--- src/rtl/etl_pkg.sv ---
// etl_pkg: shared types and constants for the epee touch lockout core.
// No dependencies; used by etl_csr, etl_side and epee_touch_lockout_core.
`timescale 1ns / 1ps
`default_nettype none

package etl_pkg;

   // Register reset values, microseconds
   localparam logic [31:0] LOCKOUT_RESET_US = 32'd45000;
   localparam logic [31:0] DEPRESS_RESET_US = 32'd2000;

   localparam int CSR_IDX_BITS = 1;

   typedef enum logic [CSR_IDX_BITS-1:0] {
      CSR_LOCKOUT_TIME = 1'b0,
      CSR_DEPRESS_TIME = 1'b1
   } csr_index_type;

   // Per-fencer status toward the lockout decision
   typedef struct packed {
      logic aged;          // touch is at least lockout time old
      logic touched;       // touch flag before this poll
      logic touched_next;  // touch flag after this poll
   } side_status_type;

endpackage

`default_nettype wire

--- src/rtl/etl_csr.sv ---
// etl_csr: lockout and depress time registers with their write port.
// Depends on etl_pkg for reset values and register indexes.
`timescale 1ns / 1ps
`default_nettype none

module etl_csr (
   input  wire logic                              clock,
   input  wire logic                              reset,
   input  wire logic                              csr_valid,
   output      logic                              csr_ready,
   input  wire logic [etl_pkg::CSR_IDX_BITS-1:0]  csr_index,
   input  wire logic [31:0]                       csr_wdata,
   output      logic [31:0]                       lockout_time,
   output      logic [31:0]                       depress_time
);

   logic [31:0] lockout_ff, lockout_in;
   logic [31:0] depress_ff, depress_in;

   assign csr_ready = 1'b1;

   always_comb begin
      lockout_in = lockout_ff;
      depress_in = depress_ff;
      if (csr_valid) begin
         unique case (etl_pkg::csr_index_type'(csr_index))
            etl_pkg::CSR_LOCKOUT_TIME: lockout_in = csr_wdata;
            etl_pkg::CSR_DEPRESS_TIME: depress_in = csr_wdata;
            default: ;
         endcase
      end
   end

   always_ff @(posedge clock) begin
      if (reset) begin
         lockout_ff <= etl_pkg::LOCKOUT_RESET_US;
         depress_ff <= etl_pkg::DEPRESS_RESET_US;
      end else begin
         lockout_ff <= lockout_in;
         depress_ff <= depress_in;
      end
   end

   assign lockout_time = lockout_ff;
   assign depress_time = depress_ff;

endmodule

`default_nettype wire

--- src/rtl/etl_side.sv ---
// etl_side: one fencer's press timer and touch flag.
// Depends on etl_pkg for side_status_type.
`timescale 1ns / 1ps
`default_nettype none

module etl_side #(
   parameter int TIME_BITS = 32
) (
   input  wire logic                   clock,
   input  wire logic                   reset,
   input  wire logic [TIME_BITS-1:0]   now,
   input  wire logic                   contact,
   input  wire logic                   update,
   input  wire logic [31:0]            lockout_time,
   input  wire logic [31:0]            depress_time,
   output      etl_pkg::side_status_type status
);

   localparam int CMP_BITS = (TIME_BITS > 32) ? TIME_BITS : 32;

   logic                 touched_ff, touched_in;
   logic                 pressing_ff, pressing_in;
   logic [TIME_BITS-1:0] start_ff, start_in;
   logic [TIME_BITS-1:0] elapsed;
   logic [CMP_BITS-1:0]  elapsed_x;
   logic                 aged;
   logic                 held;

   // modular age of the press start, compared at the wider of the two widths
   assign elapsed   = now - start_ff;
   assign elapsed_x = CMP_BITS'(elapsed);
   assign aged      = touched_ff && (elapsed_x >= CMP_BITS'(lockout_time));
   assign held      = elapsed_x >= CMP_BITS'(depress_time);

   always_comb begin
      touched_in  = touched_ff;
      pressing_in = pressing_ff;
      start_in    = start_ff;
      if (update && !touched_ff) begin
         if (contact) begin
            if (pressing_ff) begin
               if (held) begin
                  touched_in = 1'b1;
               end
            end else begin
               start_in    = now;
               pressing_in = 1'b1;
            end
         end else if (pressing_ff) begin
            start_in    = '0;
            pressing_in = 1'b0;
         end
      end
   end

   always_ff @(posedge clock) begin
      if (reset) begin
         touched_ff  <= 1'b0;
         pressing_ff <= 1'b0;
         start_ff    <= '0;
      end else begin
         touched_ff  <= touched_in;
         pressing_ff <= pressing_in;
         start_ff    <= start_in;
      end
   end

   assign status.aged         = aged;
   assign status.touched      = touched_ff;
   assign status.touched_next = touched_in;

endmodule

`default_nettype wire

--- src/rtl/epee_touch_lockout_core.sv ---
// epee_touch_lockout_core: epee scoring core, depress timing and lockout.
// Depends on etl_pkg, etl_csr and etl_side.
`timescale 1ns / 1ps
`default_nettype none

// Each req beat is one poll: a free-running microsecond timestamp and one
// on-target contact bit per fencer. Each poll yields exactly one rsp beat with
// locked_out, judged on the state before the poll, and both touch flags as
// they stand after it. The core takes one poll per clock while rsp_ready
// holds; the rsp beat passes from the poll register to the result register,
// which holds it while rsp_ready is low. Each poll updates the state of the two
// fencer timers, each a TIME_BITS subtract and two compares. Once a touch has
// aged past lockout_time_us, or both fencers have touched, every poll reports
// locked_out and the state freezes until reset. Time differences wrap modulo
// 2^TIME_BITS. Registers (csr_index): 0 lockout_time_us (reset 45000),
// 1 depress_time_us (reset 2000); write them only while the core is idle.
module epee_touch_lockout_core #(
   parameter int TIME_BITS = 32
) (
   input  wire logic                              clock,
   input  wire logic                              reset,
   // poll channel
   input  wire logic                              req_valid,
   output      logic                              req_ready,
   input  wire logic [31:0]                       req_now_us,
   input  wire logic                              req_contact_a,
   input  wire logic                              req_contact_b,
   // result channel
   output      logic                              rsp_valid,
   input  wire logic                              rsp_ready,
   output      logic                              rsp_locked_out,
   output      logic                              rsp_touch_a,
   output      logic                              rsp_touch_b,
   // register write channel
   input  wire logic                              csr_valid,
   output      logic                              csr_ready,
   input  wire logic [etl_pkg::CSR_IDX_BITS-1:0]  csr_index,
   input  wire logic [31:0]                       csr_wdata
);

   localparam int CMP_BITS = (TIME_BITS > 32) ? TIME_BITS : 32;

   // poll register
   logic                 poll_valid_ff, poll_valid_in;
   logic [31:0]          poll_now_ff;
   logic                 poll_ca_ff;
   logic                 poll_cb_ff;
   // result register
   logic                 rsp_valid_ff, rsp_valid_in;
   logic                 rsp_lock_ff;
   logic                 rsp_ta_ff;
   logic                 rsp_tb_ff;

   logic                 advance;
   logic                 lock;
   logic                 update;
   logic [CMP_BITS-1:0]  now_x;
   logic [TIME_BITS-1:0] now_t;
   logic [31:0]          lockout_time;
   logic [31:0]          depress_time;

   etl_pkg::side_status_type stat_a;
   etl_pkg::side_status_type stat_b;

   etl_csr u_csr (
      .clock        (clock),
      .reset        (reset),
      .csr_valid    (csr_valid),
      .csr_ready    (csr_ready),
      .csr_index    (csr_index),
      .csr_wdata    (csr_wdata),
      .lockout_time (lockout_time),
      .depress_time (depress_time)
   );

   // timestamp folded to TIME_BITS (zero-extend or truncate)
   assign now_x = CMP_BITS'(poll_now_ff);
   assign now_t = now_x[TIME_BITS-1:0];

   // poll moves to the result register when that register is free or drains
   assign advance   = poll_valid_ff && (!rsp_valid_ff || rsp_ready);
   assign req_ready = !poll_valid_ff || advance;

   // lockout is judged on the state before this poll
   assign lock   = stat_a.aged || stat_b.aged || (stat_a.touched && stat_b.touched);
   assign update = advance && !lock;

   etl_side #(.TIME_BITS(TIME_BITS)) u_side_a (
      .clock        (clock),
      .reset        (reset),
      .now          (now_t),
      .contact      (poll_ca_ff),
      .update       (update),
      .lockout_time (lockout_time),
      .depress_time (depress_time),
      .status       (stat_a)
   );

   etl_side #(.TIME_BITS(TIME_BITS)) u_side_b (
      .clock        (clock),
      .reset        (reset),
      .now          (now_t),
      .contact      (poll_cb_ff),
      .update       (update),
      .lockout_time (lockout_time),
      .depress_time (depress_time),
      .status       (stat_b)
   );

   always_comb begin
      poll_valid_in = poll_valid_ff;
      if (req_valid && req_ready) begin
         poll_valid_in = 1'b1;
      end else if (advance) begin
         poll_valid_in = 1'b0;
      end
   end

   always_comb begin
      rsp_valid_in = rsp_valid_ff;
      if (advance) begin
         rsp_valid_in = 1'b1;
      end else if (rsp_ready) begin
         rsp_valid_in = 1'b0;
      end
   end

   always_ff @(posedge clock) begin
      if (reset) begin
         poll_valid_ff <= 1'b0;
         rsp_valid_ff  <= 1'b0;
      end else begin
         poll_valid_ff <= poll_valid_in;
         rsp_valid_ff  <= rsp_valid_in;
      end
   end

   // payload registers, no reset
   always_ff @(posedge clock) begin
      if (req_valid && req_ready) begin
         poll_now_ff <= req_now_us;
         poll_ca_ff  <= req_contact_a;
         poll_cb_ff  <= req_contact_b;
      end
      if (advance) begin
         rsp_lock_ff <= lock;
         rsp_ta_ff   <= stat_a.touched_next;
         rsp_tb_ff   <= stat_b.touched_next;
      end
   end

   assign rsp_valid      = rsp_valid_ff;
   assign rsp_locked_out = rsp_lock_ff;
   assign rsp_touch_a    = rsp_ta_ff;
   assign rsp_touch_b    = rsp_tb_ff;

`ifndef NO_ASSERTIONS
   // lockout needs at least one registered touch
   a_lock_has_touch: assert property (@(posedge clock) disable iff (reset)
      (rsp_valid && rsp_locked_out) |-> (rsp_touch_a || rsp_touch_b))
      else $error("locked_out reported with no touch");

   // touches are sticky until reset
   a_touch_a_sticky: assert property (@(posedge clock) disable iff (reset)
      stat_a.touched |=> stat_a.touched)
      else $error("fencer A touch dropped");

   a_touch_b_sticky: assert property (@(posedge clock) disable iff (reset)
      stat_b.touched |=> stat_b.touched)
      else $error("fencer B touch dropped");

   // a locked poll leaves the touch state frozen
   a_lock_freezes: assert property (@(posedge clock) disable iff (reset)
      (advance && lock) |=> ($stable(stat_a.touched) && $stable(stat_b.touched)))
      else $error("touch state changed on a locked poll");
`endif

endmodule

`default_nettype wire
--- config.mk ---
export PLATFORM = sky130hd
export DESIGN_NAME = epee_touch_lockout_core
export DESIGN_NICKNAME = d
export VERILOG_FILES = /design/src/rtl/etl_pkg.sv /design/src/rtl/etl_csr.sv /design/src/rtl/etl_side.sv /design/src/rtl/epee_touch_lockout_core.sv
export SDC_FILE = /design/constraint.sdc
export NUM_CORES = 1
export LEC_CHECK = 0
export BUFFER_PORTS_ARGS = -buffer_cell sky130_fd_sc_hd__buf_2
export CAP_MARGIN = 15
export CORE_AREA = 3 3 140 142
export DETAILED_ROUTE_END_ITERATION = 16
export DIE_AREA = 0 0 143 145
export PLACE_DENSITY = 0.82
export SYNTH_ARGS = -nofsm -noshare
export SYNTH_HDL_FRONTEND = slang
export SYNTH_SLANG_ARGS = --single-unit
--- constraint.sdc ---
create_clock -name clock -period 8.15 [get_ports clock]
set_input_delay 0 -clock clock [delete_from_list [all_inputs] [get_ports clock]]
set_output_delay 0 -clock clock [all_outputs]
set_load 0.005 [all_outputs]
Word-level counts from Yosys, hierarchy flattened
Index checks and enable logic that the tools add are counted.
Widths: inputs -> output; s select.
{ "word_totals": {"ff_bits": 171, "latchBits": 0, "ramBits": 0, "rom_bits": 0, "input_bits": 72, "wordCells": 70, "n_memories": 0} }
{ "classes": {"addsub": 2, "multipliers": 0, "n_div": 0, "n_lt_le_gt_ge": 4, "n_eq_ne": 2, "n_shift": 0, "n_mux": 20, "n_bitwise": 1, "n_reduce_logical": 25} }
{ "op_table": {"columns": ["op", "count"], "rows": [
  ["$mux 32", 6],
  ["$ge 32x32->1", 4],
  ["$sub 32x32->32", 2],
  ["$mux 1", 14],
  ["$logic_and 1x1->1", 8],
  ["$reduce_bool 2->1", 4],
  ["$reduce_and 3->1", 2],
  ["$logic_not 1->1", 5],
  ["$logic_or 1x1->1", 4],
  ["$ne 2x2->1 const B", 2],
  ["$reduce_and 2->1", 2],
  ["$not 1->1", 1]
]} }

Longest topological paths before layout
Gate-level depths: netlist of the first run.
{ "depth": {"word_depth": 9, "mapped_depth": 23, "depth_no_buf": 21} }

Modules after synthesis
Synthesis of the first run repeated with hierarchy kept, for this count alone.
{ "hier_totals": {"cells_unflattened": 1565, "hier_area_um2": 13162.6} }
{ "by_module_without_submodules": {"columns": ["mod", "instances", "cells_each", "area_per_inst_um2", "seq_area_each_um2"], "rows": [
  ["etl_side at u_side_a", 1, 639, 4669.5, 680.7],
  ["etl_side at u_side_b", 1, 623, 4643.2, 680.7],
  ["etl_csr", 1, 254, 2633.8, 1281.2],
  ["epee_touch_lockout_core", 1, 49, 1216.2, 1151.1]
]} }

Worst setup path before layout of the first run
OpenSTA, ideal clock, no wires.
{ "synth_path": {"path_type": "register to register", "from": "reg poll_now_ff[11] (netlist: now_t[11])", "to": "reg u_side_a.start_ff[10]", "t_arrival_ns": 4.723, "required_ns": 8.033, "path_slack_ns": 3.310, "stages_incl_launch_ff": 20, "path_buffers": 1, "period_less_slack_ns": 4.840, "path_cell_list": "edfxtp_1 -> ha_1 -> and4_1 -> and3_4 -> a2111oi_4 -> nand2_2 -> o311a_1 -> a2111oi_2 -> a21oi_1 -> xnor2_1 -> ha_1 -> and3_1 -> nand4_1 -> or2_1 -> nor2_1 -> o41a_1 -> a2111oi_4 -> a21oi_1 -> buf_2 -> a32o_1"} }
{ "synth_between": {"elab_chain_len": 9} }
{ "synth_lines": {"columns": ["element", "line", "text"], "rows": [
  ["start: declaration", "epee_touch_lockout_core.sv:45", "logic [31:0] poll_now_ff;"],
  ["start signal: assignment", "epee_touch_lockout_core.sv:141", "poll_now_ff <= req_now_us;"],
  ["$sub 32x32->32", "etl_side.sv:30", "assign elapsed = now - start_ff;"],
  ["$ge 32x32->1", "etl_side.sv:32", "assign aged = touched_ff && (elapsed_x >= CMP_BITS'(lockout_time));"],
  ["$logic_and 1x1->1", "etl_side.sv:32", null],
  ["$logic_or 1x1->1 * (2 in a row)", "epee_touch_lockout_core.sv:85", "assign lock = stat_a.aged || stat_b.aged || (stat_a.touched && stat_b.touched);"],
  ["$logic_not 1->1 *", "epee_touch_lockout_core.sv:86", "assign update = advance && !lock;"],
  ["$logic_and 1x1->1 *", "epee_touch_lockout_core.sv:86", null],
  ["$logic_and 1x1->1 *", "etl_side.sv:39", "if (update && !touched_ff) begin"],
  ["$reduce_and 3->1 (no line) *", null, null],
  ["end signal: assignment", "etl_side.sv:64", "start_ff <= start_in;"],
  ["end: declaration", "etl_side.sv:23", "logic [TIME_BITS-1:0] start_ff, start_in;"]
]} }
Mark *: on every way between the ends. The rest lies on a longest branch, timed or not.
A chain may end at the register's enable or synchronous reset.

Final worst setup path of the first run
{ "layout_path": {"from": "reg poll_now_ff[0] (netlist: now_t[0])", "to": "reg u_side_a.start_ff[0]"} }
{ "layout_between": {"elab_chain_len": 9} }
{ "layout_lines": {"columns": ["element", "line"], "rows": [
  ["$sub 32x32->32", "etl_side.sv:30"],
  ["$ge 32x32->1", "etl_side.sv:32"],
  ["$logic_and 1x1->1", "etl_side.sv:32"],
  ["$logic_or 1x1->1 (2 in a row)", "epee_touch_lockout_core.sv:85"],
  ["$logic_not 1->1", "epee_touch_lockout_core.sv:86"],
  ["$logic_and 1x1->1", "epee_touch_lockout_core.sv:86"],
  ["$logic_and 1x1->1", "etl_side.sv:39"],
  ["$reduce_and 3->1 (no line)", null]
]} }
Several ways; a longest one is shown, not always the timed one. The select of a mux whose other input is x is not followed.

==> results of run 1 <==
## metal layers
metal / vias to the layer above / track usage / wire [µm]
met5: - / 0 / 0
met4: 0 / 0.0846 / 578
met3: 45 / 0.0438 / 2530
met2: 470 / 0.459 / 13900
met1: 5202 / 0.476 / 15400
li1: 5322 / - / -
## sequential cells by signal, indices dropped and copies added, names as in the netlist
| register | cells |
|---|---|
| u_csr.lockout_time | 32 |
| poll_ca_ff | 1 |
| rsp_locked_out | 1 |
| u_side_a.pressing_ff | 1 |
| poll_valid_ff | 1 |
| u_csr.depress_time | 32 |
| u_side_b.touched_ff | 1 |
| rsp_touch_b | 1 |
| rsp_touch_a | 1 |
| now_t | 32 |
| rsp_valid | 1 |
| u_side_a.touched_ff | 1 |
| u_side_b.pressing_ff | 1 |
| u_side_a.start_ff | 32 |
| u_side_b.start_ff | 32 |
| poll_cb_ff | 1 |
## power by group through the flow
stage / clock, W / combinational, W / sequential (W)
detailed placement: 0 / 0.000729 / 0.000950
CTS: 0.000864 / 0.000764 / 0.000932
finish: 0.000859 / 0.000785 / 0.000933
floorplan: 0 / 0.000542 / 0.000942
global route: 0.000899 / 0.000872 / 0.000937
global placement: 0 / 0.000705 / 0.000949
## cell type report
type | instances | area (µm²)
Clock buffer | 18 | 429
Clock inverter | 14 | 176
Fill cell | 1330 | 4650
Inverter | 155 | 582
Multi-Input combinational cell | 1023 | 7550
Sequential cell | 171 | 3790
Tap cell | 234 | 293
Timing Repair Buffer | 150 | 1110
## timing repair
item                                    4_1_cts  5_1_grt
gates resized for setup                       0        0
hold buffers                                 69        0
endpoints found under the hold margin       100        0
endpoints found under the setup margin        0        0
## cell usage after synthesis, drive strengths merged (4+ instances only)
master | number | area, µm²
o21a | 4 | 30.0
edfxtp | 37 | 1110
o31a | 5 | 43.8
nand4 | 28 | 175
a21boi | 4 | 33.8
dfxtp | 134 | 2680
a41oi | 4 | 35.0
nor3 | 16 | 80.1
inv | 155 | 582
a211oi | 12 | 90.1
a21o | 67 | 504
or2 | 5 | 31.3
o2111ai | 5 | 43.8
nor2b | 12 | 75.1
mux2i | 4 | 40.0
a21oi | 136 | 681
a221oi | 4 | 41.3
buf | 15 | 95.1
nand2b | 10 | 62.6
and3 | 9 | 61.3
o21bai | 10 | 75.1
nand3 | 13 | 65.1
a32o | 32 | 320
o211ai | 22 | 165
nor2 | 58 | 218
o21ai | 41 | 209
or3 | 5 | 31.3
o31ai | 5 | 51.3
xnor2 | 35 | 307
o32ai | 32 | 280
a211o | 5 | 43.8
a31oi | 6 | 37.5
xor2 | 16 | 140
a2111oi | 5 | 87.6
clkbuf | 32 | 120
nand2 | 179 | 674
ha | 190 | 2380
## kinds of logic (layout without fill, tap and decap cells)
kind of cell / after synthesis / count (layout) / share of synthesized area
AOI/OAI and AO/OA: 422 / 422 / 0.247
xor gates and xnor gates: 51 / 51 / 0.0369
adders and majority gates: 192 / 192 / 0.200
buffers and inverters: 202 / 337 / 0.0658
DFF: 171 / 171 / 0.313
muxes: 5 / 5 / 0.00424
other: 1 / 1 / 0.000310
and+or+nand+nor: 352 / 352 / 0.133
## metrics by stage
step           utilization  cell area (µm²)  total power (W)
3_5_place_dp         0.680            12600          0.00168
2_1_floorplan            -            12100          0.00148
4_1_cts              0.750            13900          0.00256
6_report             0.750            13900          0.00258
3_3_place_gp         0.680            12600          0.00165
5_1_grt              0.750            13900          0.00271
## how the worst min path moves through the flow
stage / startpoint / endpoint / slack, ps / cells past startpoint
global placement: req_now_us[17] / now_t[17] / 180 / 1
floorplan: req_now_us[0] / now_t[0] / 100 / 0
detailed placement: req_contact_a / poll_ca_ff / 180 / 1
global route: reset / u_csr.lockout_time[3] / 200 / 3
finish: reset / u_csr.lockout_time[6] / 180 / 3
CTS: csr_index / u_csr.lockout_time[25] / 170 / 5
## critical path: cells and delay by family (launching register included)
family / cells / cell delay (ps)
flip-flops: 1 / 350
adder cells (fa/ha/maj): 3 / 870
AND/OR/NAND/NOR: 7 / 1140
buffers and inverters: 3 / 540
AO/OA/AOI/OAI: 9 / 3380
==> impl_metrics.toml, run 1 <==
[power]
sw_frac_of_total = 0.339
netSwitchingPower_w = 0.000873
combinationalPowerShare = 0.305
p_per_area_nw_per_um2 = 185
internal_power_w = 0.00170
clkPwrFrac = 0.333
pwr-share-seq = 0.362
power_leakage_nw = 5.80
peakVddDrop_mv = 0.155

[floorplanning]
rows = 50
die_y_um = 145
core_area_um2 = 18600
die_w_um = 143
die_area_um2 = 20700
start_util = 0.652
ios = 78

[placement]
placed_cells = 1664
place_congestion = 0.967
pre_cts_slack_ps = 2010
io_buffers = 76
place_hpwl_um = 23100

[route]
dr.pass1.iters = 6
drtIter0Drc = 1122
wl_um = 32400
drt-vias-per-instance = 6.25
via_count = 11000
wl_per_cell_um = 18.3
drc_errors = 0
ant_nets = 0

[worst_setup_path]
r2r_cells = 22
r2r_end = "u_side_a.start_ff[0]"
cp_slowest_stage_delay_ps = 1020
timing.rr.start = "now_t[0]"
cp-start-kind = "register"
arrival_ps = 6760
worstPathRequired_ps = 8520
worstPathCellList = "inv_1 -> ha_1 -> inv_1 -> fa_1 -> a211oi_1 -> o21ai_0 -> a21oi_1 -> a211oi_1 -> nor3_1 -> nor2_1 -> a21oi_1 -> o311ai_0 -> ha_1 -> and3_1 -> nand4_1 -> or2_1 -> nor2_1 -> o41a_1 -> a2111oi_4 -> and3b_1 -> buf_4 -> a32o_1"
slowest_stage = "o311ai_0"
setup.worst_path.start = "now_t[0]"
worstSetupEndpoint = "u_side_a.start_ff[0]"
critPathMaxFanout = 32
cp-end-kind = "register"
setup.worst_path.class = "register to register"
r2r_setup_slack_ps = 1760

[synth]
synth_cell_types = 81
ys_seq_area_frac = 0.313
synth-warning-count = 0
avgSynthCellArea_um2 = 8.67
syn_nets = 1660
netlist_area_um2 = 12100
synthCells = 1396
synth_ff_type = "dfxtp_1"
synth-edff-count = 37
synthArstFlopShare = 0
ys_seq_elements = 171

[sta]
rsz0062_at_grt = "false"
tns_ps = 0
hold_viol_final = 0
skew_ps = 10.5
worstMarginPinSlew_ps = 1180
fmax_mhz = 157
period_needed_ps = 6390
fin_crit_sh = 0.784
holdWs_ps = 179
slew-limit-headroom = 0.204
finalSetupViolations = 0
finalMaxSlewViolations = 0
setup_slack_ps = 1760

[clock_tree]
clkTransAtPathRegs_ps = 70
insertion_delay_ps = 440
root_buffer = "clkbuf_16"
cts_tree = "done"
htreeDepth = 4
clk_path_buf_depth = 2
postCtsSetupRepairBufs = 0
cts_inserted_buffers = 17
clkSinkCount = 171

[status]
outcome = "completed"

[cells_and_area]
drive_above_1_share = 0.0875
instances_no_fill = 1765
final_cell_mix = "ha_1, nand2_1, inv_1, a21oi_1, dfxtp_1"
area_growth_pct = 15.1
nNetsFinal = 1782
final_common_cell = "ha_1"
num_antenna_cells = 0

[global_routing]
grt_max_degree = 86
antenna_found_initial = 0
grt_pass1_wl_um = 52400
overflow = 0
grt_pass1_vias = 10300
grt_usage = 0.312

[min_path]
hp-class = "input pin to register"

[run]
maxCapViolations = 0
Power figures use the tool's default switching activity.
==> run 2, diff against run 1 <==
--- a/config.mk
+++ b/config.mk
@@ -5,12 +5,13 @@
 export SDC_FILE = /design/constraint.sdc
 export NUM_CORES = 1
 export LEC_CHECK = 0
+export ABC_AREA = 1
 export BUFFER_PORTS_ARGS = -buffer_cell sky130_fd_sc_hd__buf_2
 export CAP_MARGIN = 15
-export CORE_AREA = 3 3 140 142
+export CORE_AREA = 3 3 155 157
 export DETAILED_ROUTE_END_ITERATION = 16
-export DIE_AREA = 0 0 143 145
-export PLACE_DENSITY = 0.82
+export DIE_AREA = 0 0 158 160
+export PLACE_DENSITY = 0.73
 export SYNTH_ARGS = -nofsm -noshare
 export SYNTH_HDL_FRONTEND = slang
 export SYNTH_SLANG_ARGS = --single-unit
==> constraint.sdc (replaced) <==
create_clock -name clock -period 5.45 [get_ports clock]
set_input_delay 0 -clock clock [delete_from_list [all_inputs] [get_ports clock]]
set_output_delay 0 -clock clock [all_outputs]
set_load 0.005 [all_outputs]
==> run 2 against run 1 <==
Against the previous run: setup slack worse by 1000 ps; highest routed layer unchanged; largest power group unchanged; synthesized area up 4.7%; largest cell class unchanged; design area rose by 4.3%.
==> impl_metrics.toml, run 2 <==
[status]
outcome = "completed"

[sta]
period_needed_ps = 4720
finalMaxSlewViolations = 0
tns_ps = 0
slew-limit-headroom = 0.358
rsz0062_at_grt = "false"
skew_ps = 18.4
fmax_mhz = 212
worstMarginPinSlew_ps = 962
holdWs_ps = 80.8
fin_crit_sh = 0.866
finalSetupViolations = 0
hold_viol_final = 0

[min_path]
hold_depth = 4
hp-class = "input pin to register"
holdPathEnd = "u_csr.lockout_time[7]"
hp-start = "csr_index"

[floorplanning]
ios = 78
die_w_um = 158
start_util = 0.560
core_area_um2 = 22600
die_area_um2 = 25300
rows = 55
die_y_um = 160

[worst_setup_path]
arrival_ps = 5000
setup.worst_path.class = "register to register"
r2r_cells = 25
r2r_setup_slack_ps = 730
cp-end-kind = "register"
cp-start-kind = "register"
critPathMaxFanout = 23
timing.rr.start = "now_t[0]"
worstPathRequired_ps = 5730
r2r_end = "u_side_a.start_ff[22]"
setup.worst_path.start = "now_t[0]"

[global_routing]
overflow = 0
grt_max_degree = 72
grt_usage = 0.267
grt_pass1_wl_um = 54400
grt_pass1_vias = 11000
antenna_found_initial = 0

[synth]
syn_nets = 1990
synth-warning-count = 0
synth_cell_types = 43
synthArstFlopShare = 0
synthTopCellsByArea = "dfxtp_1, ha_1, a21oi_1, nand2_1, edfxtp_1"
yosysMostFrequentCell = "nand2_1"
synthCells = 1726
ys_seq_elements = 171
avgSynthCellArea_um2 = 7.35
synth_top_area_frac = 0.212
synth_top_area_cell = "dfxtp_1"
synth_common_cells = "nand2_1, a21oi_1, inv_1, ha_1, dfxtp_1"
netlist_area_um2 = 12700
synth_ff_type = "dfxtp_1"
ys_seq_area_frac = 0.299
synth-edff-count = 37

[route]
drc_errors = 0
via_count = 11800
drt-vias-per-instance = 5.50
drtIter0Drc = 935
dr.pass1.iters = 5
wl_per_cell_um = 15.9
ant_nets = 0
wl_um = 34100

[clock_tree]
cts_resized = 0
clk_path_buf_depth = 2
insertion_delay_ps = 440
clkTransAtPathRegs_ps = 80
clkSinkCount = 171
cts_tree = "done"
root_buffer = "clkbuf_16"
htreeDepth = 4
cts_inserted_buffers = 17

[power]
peakVddDrop_mv = 0.205
p_per_area_nw_per_um2 = 261
power_leakage_nw = 6.41

[run]
maxCapViolations = 0

[placement]
io_buffers = 76
place_hpwl_um = 26100
dpl_cell_area_um2 = 13200
place_congestion = 0.936

[cells_and_area]
nNetsFinal = 2116
fillers = 2020
final_common_cell = "nand2_1"
design_area_um2 = 14500
area.sequential_um2 = 3790
final_util = 0.642
multi_input_area_um2 = 7620
area_growth_pct = 14.7
final_cell_mix = "nand2_1, a21oi_1, inv_1, ha_1, dfxtp_1"
num_antenna_cells = 0
drive_above_1_share = 0.0730
==> run 2: cell count changes in the layout (fill, tap and decap cells not counted), sizes merged, moves of 32 or more <==
cell	delta
inv	+105
nand2	+121
nand3	+90
o32ai	-32
o21ai	+70
a21o	-62
nor2	+54
a32o	-32
a21oi	+130
==> run 2: worst max-delay path: stages, from the launching register on <==
cell and delay [ps]:
edfxtp_1 450, inv_1 110, ha_1 170, inv_1 80, fa_1 390, nand3_1 100, nand2_1 130, a21oi_1 250
inv_1 110, nand3_1 80, nand3_1 210, a31oi_1 240, xor2_1 300, ha_1 300, nand2_1 90, o21a_1 160
nand2_1 60, a21oi_1 110, nand3_1 200, nand2_2 170, nand2_1 80, nor2_1 110, nand3_2 180, buf_4 300
nand2_1 100, a21oi_1 70
==> run 2: cells by family after synthesis <==
kind of cell,after synthesis,synth area share
AND/OR/NAND/NOR,559,0.186
AO/OA/AOI/OAI,432,0.184
buffers and inverters,313,0.100
adder cells (fa/ha/maj),192,0.191
flip-flops,171,0.299
XOR/XNOR,58,0.0401
other,1,0.000296
==> run 2: cell type report <==
cell class / count / area share
Multi-Input combinational cell: 1242 / 0.524
Sequential cell: 171 / 0.261
Timing Repair Buffer: 157 / 0.0814
Inverter: 263 / 0.0679
Clock buffer: 17 / 0.0293
Tap cell: 285 / 0.0245
Clock inverter: 14 / 0.0120
==> run 2: power by group <==
group          switching [W]  internal, W  leakage [nW]
sequential         0.0000387      0.00135          1.46
combinational       0.000699     0.000425          4.66
clock               0.000616     0.000657         0.293
==> run 2: repair_timing <==
item                      CTS  global route
setup buffers               0             0
hold endpoints to repair  100             0
hold buffers               70             0
==> run 2: layer usage <==
layer,up-vias,global-route usage,wire [µm]
li1,6044,-,-
met1,5413,0.401,17000
met2,339,0.413,14700
met3,34,0.0282,1870
met4,0,0.0637,565
met5,-,0,0
==> run 2: worst max-delay path by stage <==
stage                                  to  slack [ps]  cells after the start
CTS                 u_side_a.start_ff[22]         780                     26
global route        u_side_a.start_ff[11]         270                     26
floorplan           u_side_b.start_ff[10]        1830                     26
global placement     u_side_a.start_ff[1]         880                     27
detailed placement  u_side_a.start_ff[14]         800                     26
finish              u_side_a.start_ff[22]         730                     25
==> run 2: stage by stage <==
stage | power, W | std cells | worst slack, ps
after floorplan | 0.00219 | 1726 | 1830
after global placement | 0.00245 | 2047 | 878
after detailed placement | 0.00248 | 2047 | 802
after CTS | 0.00378 | 2148 | 781
after global routing | 0.00402 | 2149 | 275
final | 0.00379 | 2149 | 732
